--- src/rtl/pee_pkg.sv ---
// Shared types and constants for the postfix expression evaluator.
// Holds the sequencer state, the status codes, the character codes and the
// divider request and response structs. It depends on nothing.
`default_nettype none

package pee_pkg;

  localparam logic [7:0] CHAR_ZERO  = 8'h30;
  localparam logic [7:0] CHAR_PLUS  = 8'h2B;
  localparam logic [7:0] CHAR_MINUS = 8'h2D;
  localparam logic [7:0] CHAR_MUL   = 8'h2A;
  localparam logic [7:0] CHAR_DIV   = 8'h2F;

  localparam int unsigned DivSteps = 8;
  localparam int unsigned DivCntW  = 4;

  typedef enum logic [1:0] {
    ST_OK    = 2'd0,
    ST_UNDER = 2'd1,
    ST_DIVZ  = 2'd2,
    ST_OVER  = 2'd3
  } status_e;

  typedef enum logic [2:0] {
    S_IDLE,
    S_POP_B,
    S_POP_A,
    S_EXEC,
    S_DIV,
    S_PUSH,
    S_FINAL,
    S_EMIT
  } state_e;

  typedef struct packed {
    logic              start;
    logic signed [7:0] dividend;
    logic signed [7:0] divisor;
  } div_req_t;

  typedef struct packed {
    logic              busy;
    logic              done;
    logic signed [7:0] quotient;
  } div_rsp_t;

endpackage

`default_nettype wire

--- src/rtl/pee_divider.sv ---
// Iterative 8-bit signed divider, one quotient bit per cycle, truncating
// toward zero. Depends on pee_pkg for the request and response structs.
`default_nettype none

module pee_divider
  import pee_pkg::*;
(
  input  wire logic     clk_i,
  input  wire logic     rst_ni,
  input  wire div_req_t req_i,
  output div_rsp_t      rsp_o
);

  logic [7:0]         rem_q, rem_d;
  logic [7:0]         quo_q, quo_d;
  logic [7:0]         dvs_q, dvs_d;
  logic               neg_q, neg_d;
  logic [DivCntW-1:0] cnt_q, cnt_d;
  logic               busy_q, busy_d;
  logic               done_q, done_d;

  logic [8:0] trial;
  logic       fits;

  assign trial = {rem_q, quo_q[7]};
  assign fits  = trial >= {1'b0, dvs_q};

  always_comb begin
    rem_d  = rem_q;
    quo_d  = quo_q;
    dvs_d  = dvs_q;
    neg_d  = neg_q;
    cnt_d  = cnt_q;
    busy_d = busy_q;
    done_d = 1'b0;
    if (busy_q) begin
      // The remainder stays below the divisor, so eight bits hold it.
      rem_d = fits ? 8'(trial - {1'b0, dvs_q}) : trial[7:0];
      quo_d = {quo_q[6:0], fits};
      cnt_d = cnt_q - DivCntW'(1);
      if (cnt_q == DivCntW'(1)) begin
        busy_d = 1'b0;
        done_d = 1'b1;
      end
    end else if (req_i.start) begin
      rem_d  = 8'd0;
      quo_d  = req_i.dividend[7] ? 8'(-req_i.dividend) : req_i.dividend;
      dvs_d  = req_i.divisor[7] ? 8'(-req_i.divisor) : req_i.divisor;
      neg_d  = req_i.dividend[7] ^ req_i.divisor[7];
      cnt_d  = DivCntW'(DivSteps);
      busy_d = 1'b1;
    end
  end

  always_ff @(posedge clk_i or negedge rst_ni) begin
    if (!rst_ni) begin
      cnt_q  <= '0;
      busy_q <= 1'b0;
      done_q <= 1'b0;
    end else begin
      cnt_q  <= cnt_d;
      busy_q <= busy_d;
      done_q <= done_d;
    end
  end

  always_ff @(posedge clk_i) begin
    rem_q <= rem_d;
    quo_q <= quo_d;
    dvs_q <= dvs_d;
    neg_q <= neg_d;
  end

  assign rsp_o.busy     = busy_q;
  assign rsp_o.done     = done_q;
  assign rsp_o.quotient = neg_q ? 8'(-quo_q) : quo_q;

endmodule

`default_nettype wire

--- src/rtl/postfix_expression_evaluator_core.sv ---
// Top level of the postfix expression evaluator: operand stack memory,
// item sequencer and output register. Depends on pee_pkg and pee_divider.
//
// Usage: one expression character enters per request on the input channel
// (symbol_i, last_i, handshake in_valid_i / in_stall_o). The characters
// + - * / pop two operands and push the wrapped 8-bit result; any other
// character pushes its value minus the code of '0'. On a request marked
// last, the final value is popped and one result request (result_value_o,
// status_o) goes out on the output channel (out_valid_o / out_stall_i),
// carrying the first error seen in the expression. The stack is then empty.
//
// Steps per request: a digit is pushed; + - and * read the two operands
// from the registered stack memory, compute and write the result back;
// / also waits while the divider produces one quotient bit per cycle, and
// a division by zero skips the divider.
// A request marked last adds the final pop and the hand-off into the
// output register.
// A result waits in the output register while the receiver stalls, and
// the block keeps taking requests; only a second result that finds the
// register still full holds the sequencer until it drains.
// Reset empties the stack, clears the error and marks the output register empty.
`default_nettype none

module postfix_expression_evaluator_core
  import pee_pkg::*;
#(
  parameter int unsigned STACK_DEPTH = 128
) (
  input  wire logic              clk_i,
  input  wire logic              rst_ni,
  input  wire logic              in_valid_i,
  output logic                   in_stall_o,
  input  wire logic [7:0]        symbol_i,
  input  wire logic              last_i,
  output logic                   out_valid_o,
  input  wire logic              out_stall_i,
  output logic signed [7:0]      result_value_o,
  output logic [1:0]             status_o
);

  localparam int unsigned AddrW = (STACK_DEPTH > 1) ? $clog2(STACK_DEPTH) : 1;
  localparam int unsigned CntW  = $clog2(STACK_DEPTH + 1);

  // Operand stack, one write and one registered read per cycle.
  logic [7:0]       stack_mem [STACK_DEPTH];
  logic [AddrW-1:0] rd_addr;
  logic [AddrW-1:0] wr_addr;
  logic             wr_en;
  logic [7:0]       rd_data_q;

  state_e            state_q, state_d;
  logic [CntW-1:0]   cnt_q, cnt_d;
  status_e           err_q, err_d;
  logic [7:0]        sym_q, sym_d;
  logic              last_q, last_d;
  logic              b_ok_q, b_ok_d;
  logic              a_ok_q, a_ok_d;
  logic              fin_ok_q, fin_ok_d;
  logic signed [7:0] b_q, b_d;
  logic signed [7:0] res_q, res_d;

  logic              out_valid_q, out_valid_d;
  logic signed [7:0] out_value_q, out_value_d;
  status_e           out_status_q, out_status_d;

  logic [CntW-1:0]    cnt_m1;
  logic               stack_empty;
  logic               stack_full;
  logic signed [7:0]  op_a;
  logic signed [15:0] product;
  logic               is_op;
  logic               out_free;

  div_req_t div_req;
  div_rsp_t div_rsp;

  assign cnt_m1      = cnt_q - CntW'(1);
  assign stack_empty = (cnt_q == '0);
  assign stack_full  = (cnt_q >= CntW'(STACK_DEPTH));
  assign rd_addr     = cnt_m1[AddrW-1:0];
  assign wr_addr     = cnt_q[AddrW-1:0];
  assign op_a        = a_ok_q ? $signed(rd_data_q) : 8'sd0;
  assign product     = op_a * b_q;
  assign is_op       = (sym_q == CHAR_PLUS) || (sym_q == CHAR_MINUS) ||
                       (sym_q == CHAR_MUL) || (sym_q == CHAR_DIV);
  assign out_free    = !out_valid_q || !out_stall_i;

  pee_divider u_divider (
    .clk_i  (clk_i),
    .rst_ni (rst_ni),
    .req_i  (div_req),
    .rsp_o  (div_rsp)
  );

  always_comb begin
    state_d      = state_q;
    cnt_d        = cnt_q;
    err_d        = err_q;
    sym_d        = sym_q;
    last_d       = last_q;
    b_ok_d       = b_ok_q;
    a_ok_d       = a_ok_q;
    fin_ok_d     = fin_ok_q;
    b_d          = b_q;
    res_d        = res_q;
    wr_en        = 1'b0;
    in_stall_o   = 1'b1;
    out_valid_d  = out_valid_q && out_stall_i;
    out_value_d  = out_value_q;
    out_status_d = out_status_q;
    div_req.start    = 1'b0;
    div_req.dividend = op_a;
    div_req.divisor  = b_q;

    unique case (state_q)
      S_IDLE: begin
        in_stall_o = 1'b0;
        if (in_valid_i) begin
          sym_d   = symbol_i;
          last_d  = last_i;
          res_d   = $signed(8'(symbol_i - CHAR_ZERO));
          // Operators go to the two pops, every other character pushes.
          if ((symbol_i == CHAR_PLUS) || (symbol_i == CHAR_MINUS) ||
              (symbol_i == CHAR_MUL) || (symbol_i == CHAR_DIV)) begin
            state_d = S_POP_B;
          end else begin
            state_d = S_PUSH;
          end
        end
      end
      S_POP_B: begin
        // Read the top entry; an empty stack yields zero and flags underflow.
        b_ok_d = !stack_empty;
        if (stack_empty) begin
          if (err_q == ST_OK) err_d = ST_UNDER;
        end else begin
          cnt_d = cnt_m1;
        end
        state_d = S_POP_A;
      end
      S_POP_A: begin
        b_d    = b_ok_q ? $signed(rd_data_q) : 8'sd0;
        a_ok_d = !stack_empty;
        if (stack_empty) begin
          if (err_q == ST_OK) err_d = ST_UNDER;
        end else begin
          cnt_d = cnt_m1;
        end
        state_d = S_EXEC;
      end
      S_EXEC: begin
        state_d = S_PUSH;
        priority if (sym_q == CHAR_PLUS) begin
          res_d = op_a + b_q;
        end else if (sym_q == CHAR_MINUS) begin
          res_d = op_a - b_q;
        end else if (sym_q == CHAR_MUL) begin
          res_d = product[7:0];
        end else if (b_q == 8'sd0) begin
          res_d = 8'sd0;
          if (err_q == ST_OK) err_d = ST_DIVZ;
        end else begin
          div_req.start = 1'b1;
          state_d       = S_DIV;
        end
      end
      S_DIV: begin
        if (div_rsp.done) begin
          res_d   = div_rsp.quotient;
          state_d = S_PUSH;
        end
      end
      S_PUSH: begin
        if (stack_full) begin
          if (err_q == ST_OK) err_d = ST_OVER;
        end else begin
          wr_en = 1'b1;
          cnt_d = cnt_q + CntW'(1);
        end
        state_d = last_q ? S_FINAL : S_IDLE;
      end
      S_FINAL: begin
        // The entry written in the previous cycle is already in the memory.
        fin_ok_d = !stack_empty;
        if (stack_empty && (err_q == ST_OK)) err_d = ST_UNDER;
        state_d = S_EMIT;
      end
      S_EMIT: begin
        if (out_free) begin
          out_valid_d  = 1'b1;
          out_value_d  = fin_ok_q ? $signed(rd_data_q) : 8'sd0;
          out_status_d = err_q;
          cnt_d        = '0;
          err_d        = ST_OK;
          state_d      = S_IDLE;
        end
      end
      default: state_d = S_IDLE;
    endcase
  end

  always_ff @(posedge clk_i or negedge rst_ni) begin
    if (!rst_ni) begin
      state_q     <= S_IDLE;
      cnt_q       <= '0;
      err_q       <= ST_OK;
      out_valid_q <= 1'b0;
    end else begin
      state_q     <= state_d;
      cnt_q       <= cnt_d;
      err_q       <= err_d;
      out_valid_q <= out_valid_d;
    end
  end

  always_ff @(posedge clk_i) begin
    sym_q        <= sym_d;
    last_q       <= last_d;
    b_ok_q       <= b_ok_d;
    a_ok_q       <= a_ok_d;
    fin_ok_q     <= fin_ok_d;
    b_q          <= b_d;
    res_q        <= res_d;
    out_value_q  <= out_value_d;
    out_status_q <= out_status_d;
  end

  always_ff @(posedge clk_i) begin
    if (wr_en) begin
      stack_mem[wr_addr] <= res_q;
    end
    rd_data_q <= stack_mem[rd_addr];
  end

  assign out_valid_o    = out_valid_q;
  assign result_value_o = out_value_q;
  assign status_o       = out_status_q;

  // The fill count never exceeds the stack depth.
  assert property (@(posedge clk_i) disable iff (!rst_ni)
    cnt_q <= CntW'(STACK_DEPTH))
    else $error("stack count beyond depth");

  // A result held by a stalled receiver keeps the sequencer in the emit state.
  assert property (@(posedge clk_i) disable iff (!rst_ni)
    (state_q == S_EMIT && out_valid_q && out_stall_i) |=> state_q == S_EMIT)
    else $error("emit overwrote a pending result");

  // After a result is handed off the stack and the error are cleared.
  assert property (@(posedge clk_i) disable iff (!rst_ni)
    (state_q == S_EMIT && out_free) |=> (cnt_q == '0 && err_q == ST_OK && out_valid_q))
    else $error("stack not cleared after result");

  // The divider reports completion only while the sequencer waits for it.
  assert property (@(posedge clk_i) disable iff (!rst_ni)
    div_rsp.done |-> state_q == S_DIV)
    else $error("divider finished outside the divide state");

  // While the sequencer waits on a division the divider is working or done.
  assert property (@(posedge clk_i) disable iff (!rst_ni)
    state_q == S_DIV |-> (div_rsp.busy || div_rsp.done))
    else $error("divide state with an idle divider");

  // Only operator characters reach the compute state.
  assert property (@(posedge clk_i) disable iff (!rst_ni)
    state_q == S_EXEC |-> is_op)
    else $error("non-operator reached compute state");

endmodule

`default_nettype wire

--- config.mk ---
export PLATFORM = sky130hd
export DESIGN_NAME = postfix_expression_evaluator_core
export DESIGN_NICKNAME = d
export VERILOG_FILES = /design/src/rtl/pee_pkg.sv /design/src/rtl/pee_divider.sv /design/src/rtl/postfix_expression_evaluator_core.sv
export SDC_FILE = /design/constraint.sdc
export NUM_CORES = 1
export LEC_CHECK = 0
export BUFFER_PORTS_ARGS = -buffer_cell sky130_fd_sc_hd__buf_4
export CORE_UTILIZATION = 59
export CTS_BUF_LIST = sky130_fd_sc_hd__clkbuf_8
export DETAILED_ROUTE_END_ITERATION = 10
export PLACE_DENSITY = 0.75
export SLEW_MARGIN = 10
export SYNTH_ARGS = -nofsm -noshare
export SYNTH_HDL_FRONTEND = slang
export SYNTH_HIERARCHICAL = 1
export SYNTH_SLANG_ARGS = --single-unit
--- constraint.sdc ---
create_clock -name clk_i -period 5.3 [get_ports clk_i]
set_input_delay 0.53 -clock clk_i [delete_from_list [all_inputs] [get_ports clk_i]]
set_output_delay 0.53 -clock clk_i [all_outputs]
set_load 0.005 [all_outputs]
==> impl_metrics.csv <==
group,metric,value,unit
outcome,status,"finished, final reports clean",
timing,worst_pin_slew,1.24,ns
finish,fin_cells,3652,
synthesis,syn-cell-area,45900,sq um
worst_setup_path,cp_max_fo,22,
clock_tree,clk-insertion-delay-late,0.83,ns
finish,area_growth,10.5,%
drt,drt-initial-drc-count,3206,
placed_design,place.gp.congestion,0.918,
placed_design,post-place-ws,0.545,ns
drt,firstDrtPassIters,6,
drt,drc,0,
worst_setup_path,slowest_delay,0.67,ns
worst_setup_path,worstRegToRegCells,15,
pwr,power_leakage,16.4,nW
worst_setup_path,slowest_stage,"edfxtp_1",
clock_tree,ctsHtreeMaxLevel,4,
drt,via_count,23500,
worst_setup_path,crit_arrival,5.33,ns
worst_hold_path,hold_class,"in -> reg",
global_route,grt_max_degree,110,
clock_tree,cts_buffer_depth,3,
worst_setup_path,ff2ff_setup_slack,0.54,ns
worst_hold_path,min_delay_path_depth,3,
clock_tree,cts_made_buffers,173,
global_route,grt_usage,0.271,
worst_setup_path,path_cells,"and2_1 -> nand2_1 -> fa_1 -> inv_1 -> fa_1 -> fa_1 -> inv_1 -> fa_1 -> inv_1 -> ha_1 -> a21oi_1 -> xnor3_1 -> xnor2_1 -> o221ai_1 -> o21bai_1",
synthesis,syn_nets,2419,
die,initial_core_util,0.600,
synthesis,ys_warn_count,6,
placed_design,post-place-cells,3331,
worst_setup_path,reg2reg_from,"a_ok_q$_DFFE_PP_",
die,die_h,281,um
job,maxCapViolations,0,
worst_setup_path,start_kind,"register",
pwr,irDropWorstVdd,0.000579,V
timing,tns,0,ns
die,dieArea,78900,sq um
timing,setup_slack,0.541,ns
pwr,powerDensity,579,nW/um^2
synthesis,avgSynthCellArea,19.6,sq um
timing,final.setup_skew,0.0457,ns
die,rows,101,
placed_design,io_buffers,24,
die,num_io_pins,25,
timing,slew_viol_final,0,
worst_hold_path,holdPathEnd,"state_q[2]$_DFFE_PN0P_",
clock_tree,clock-sinks,1115,
drt,avgRoutedWirePerCell,28.2,um
die,coreArea,76500,sq um
timing,slew_headroom,0.172,
timing,setup_violations,0,
global_route,grt_pass1_vias,23600,
placed_design,place_hpwl,63.6,mm
global_route,antenna_found_initial,2,
finish,fin_util,0.663,
worst_setup_path,cp.required,5.87,ns
worst_setup_path,worst_path_most_repeated_cell,"fa_1",
worst_hold_path,hp-start,"in_valid_i",
clock_tree,clk_pin_slew,0.06,ns
drt,ant_nets,0,
clock_tree,cts_tree,"built",
timing,max_freq,210,MHz
worst_setup_path,reg2reg_to,"res_q[7]$_DFFE_PP_",
synthesis,synth_cells,2340,
timing,min_period,4.76,ns
drt,routed_wl,103,mm
worst_setup_path,crit_start,"a_ok_q$_DFFE_PP_",
finish,drive_gt1_frac,0.244,
finish,layout.nets,2566,
die,die_w,281,um
global_route,grt_pass1_wl,154,mm
global_route,grt_overflow,0,
worst_setup_path,crit_path_end_kind,"register",
timing,post-route-period-util,0.898,
clock_tree,root_buffer,"clkbuf_8",
timing,rsz0062_at_grt,"no",
drt,vias_per_cell,6.44,
timing,hold_viol,0,
worst_setup_path,critPathKind,"reg -> reg",
==> layout make-up <==
| cell class | instances | area (sq um) |
|---|---|---|
| flip-flops and latches | 1115 | 33300 |
| clock inverters | 127 | 697 |
| inverters | 70 | 263 |
| multi-input cells | 1043 | 11900 |
| diodes | 2 | 5.00 |
| clock buffers | 181 | 2490 |
| fillers | 4956 | 25800 |
| well taps | 1030 | 1290 |
| repair buffers | 84 | 758 |
==> report_power, final <==
part | internal [mW] | switching, mW | total (mW)
Sequential | 10.5 | 0.438 | 11.0
Combinational | 5.20 | 6.50 | 11.7
Clock | 3.34 | 3.32 | 6.66
==> critical path, delay by kind of cell (launching register included) <==
family | cells | cell delay (ns)
xor+xnor | 2 | 0.51
fa+ha+maj | 5 | 2.21
flops | 1 | 0.67
simple gates | 2 | 0.53
buf+inv | 3 | 0.18
compound gates | 3 | 0.44
==> registers in the layout, summed over array words and instances, names as in the netlist <==
signal,flops
status_o,2
last_q,1
u_divider/busy_q,1
u_divider/rem_q,8
res_q,8
u_divider/quo_q,8
err_q,2
stack_mem,1024
fin_ok_q,1
state_q,3
u_divider/dvs_q,8
b_ok_q,1
u_divider/done_q,1
u_divider/neg_q,1
b_q,8
out_valid_o,1
result_value_o,8
sym_q,8
a_ok_q,1
u_divider/cnt_q,4
cnt_q,8
rd_data_q,8
==> layout by cell type, fill, tap and decap left out, drive strengths merged, types with 8 or more instances in the layout <==
cell type,instances
clkinv,56
ha,51
mux4,320
and3,18
fa,15
and2,30
edfxtp,1087
inv,133
a31oi,9
xor2,13
buf,73
nand3,31
nor4,12
clkbuf,181
dfxtp,8
or3,8
dfrtp,20
o31ai,9
nor2b,13
nor2,167
dlygate4sd3,11
nor3,10
o22ai,41
nand2,84
a21oi,39
o21ai,61
xnor2,38
==> per-layer routing <==
metal	part of all wire	track usage
met1	0.40	0.394
met2	0.48	0.417
met3	0.088	0.0532
met4	0.028	0.0915
met5	0	0
==> per-stage QoR <==
stage          total power [mW]  area [sq um]  hold WS [ns]
5_1_grt                    30.5         50700         0.144
3_3_place_gp               22.6         47400         0.426
2_1_floorplan              19.0         45900         0.234
6_report                   29.3         50700         0.148
3_5_place_dp               22.8         47400         0.433
4_1_cts                    29.4         50700        0.0706
==> how the worst max path moves through the flow <==
stage                              end  slack, ns  cells past startpoint
floorplan           res_q[7]$_DFFE_PP_       0.98                     16
global placement    res_q[7]$_DFFE_PP_       0.67                     15
detailed placement  res_q[7]$_DFFE_PP_       0.54                     15
CTS                 res_q[7]$_DFFE_PP_       0.52                     15
global route        res_q[7]$_DFFE_PP_       0.25                     15
finish              res_q[7]$_DFFE_PP_       0.54                     15
==> repair_timing <==
item                      CTS  global route
hold buffers               11             0
gates resized for setup     0             0
buffers inserted            0             0
hold endpoints to repair   30             0
(Power assumes the default switching activity.)
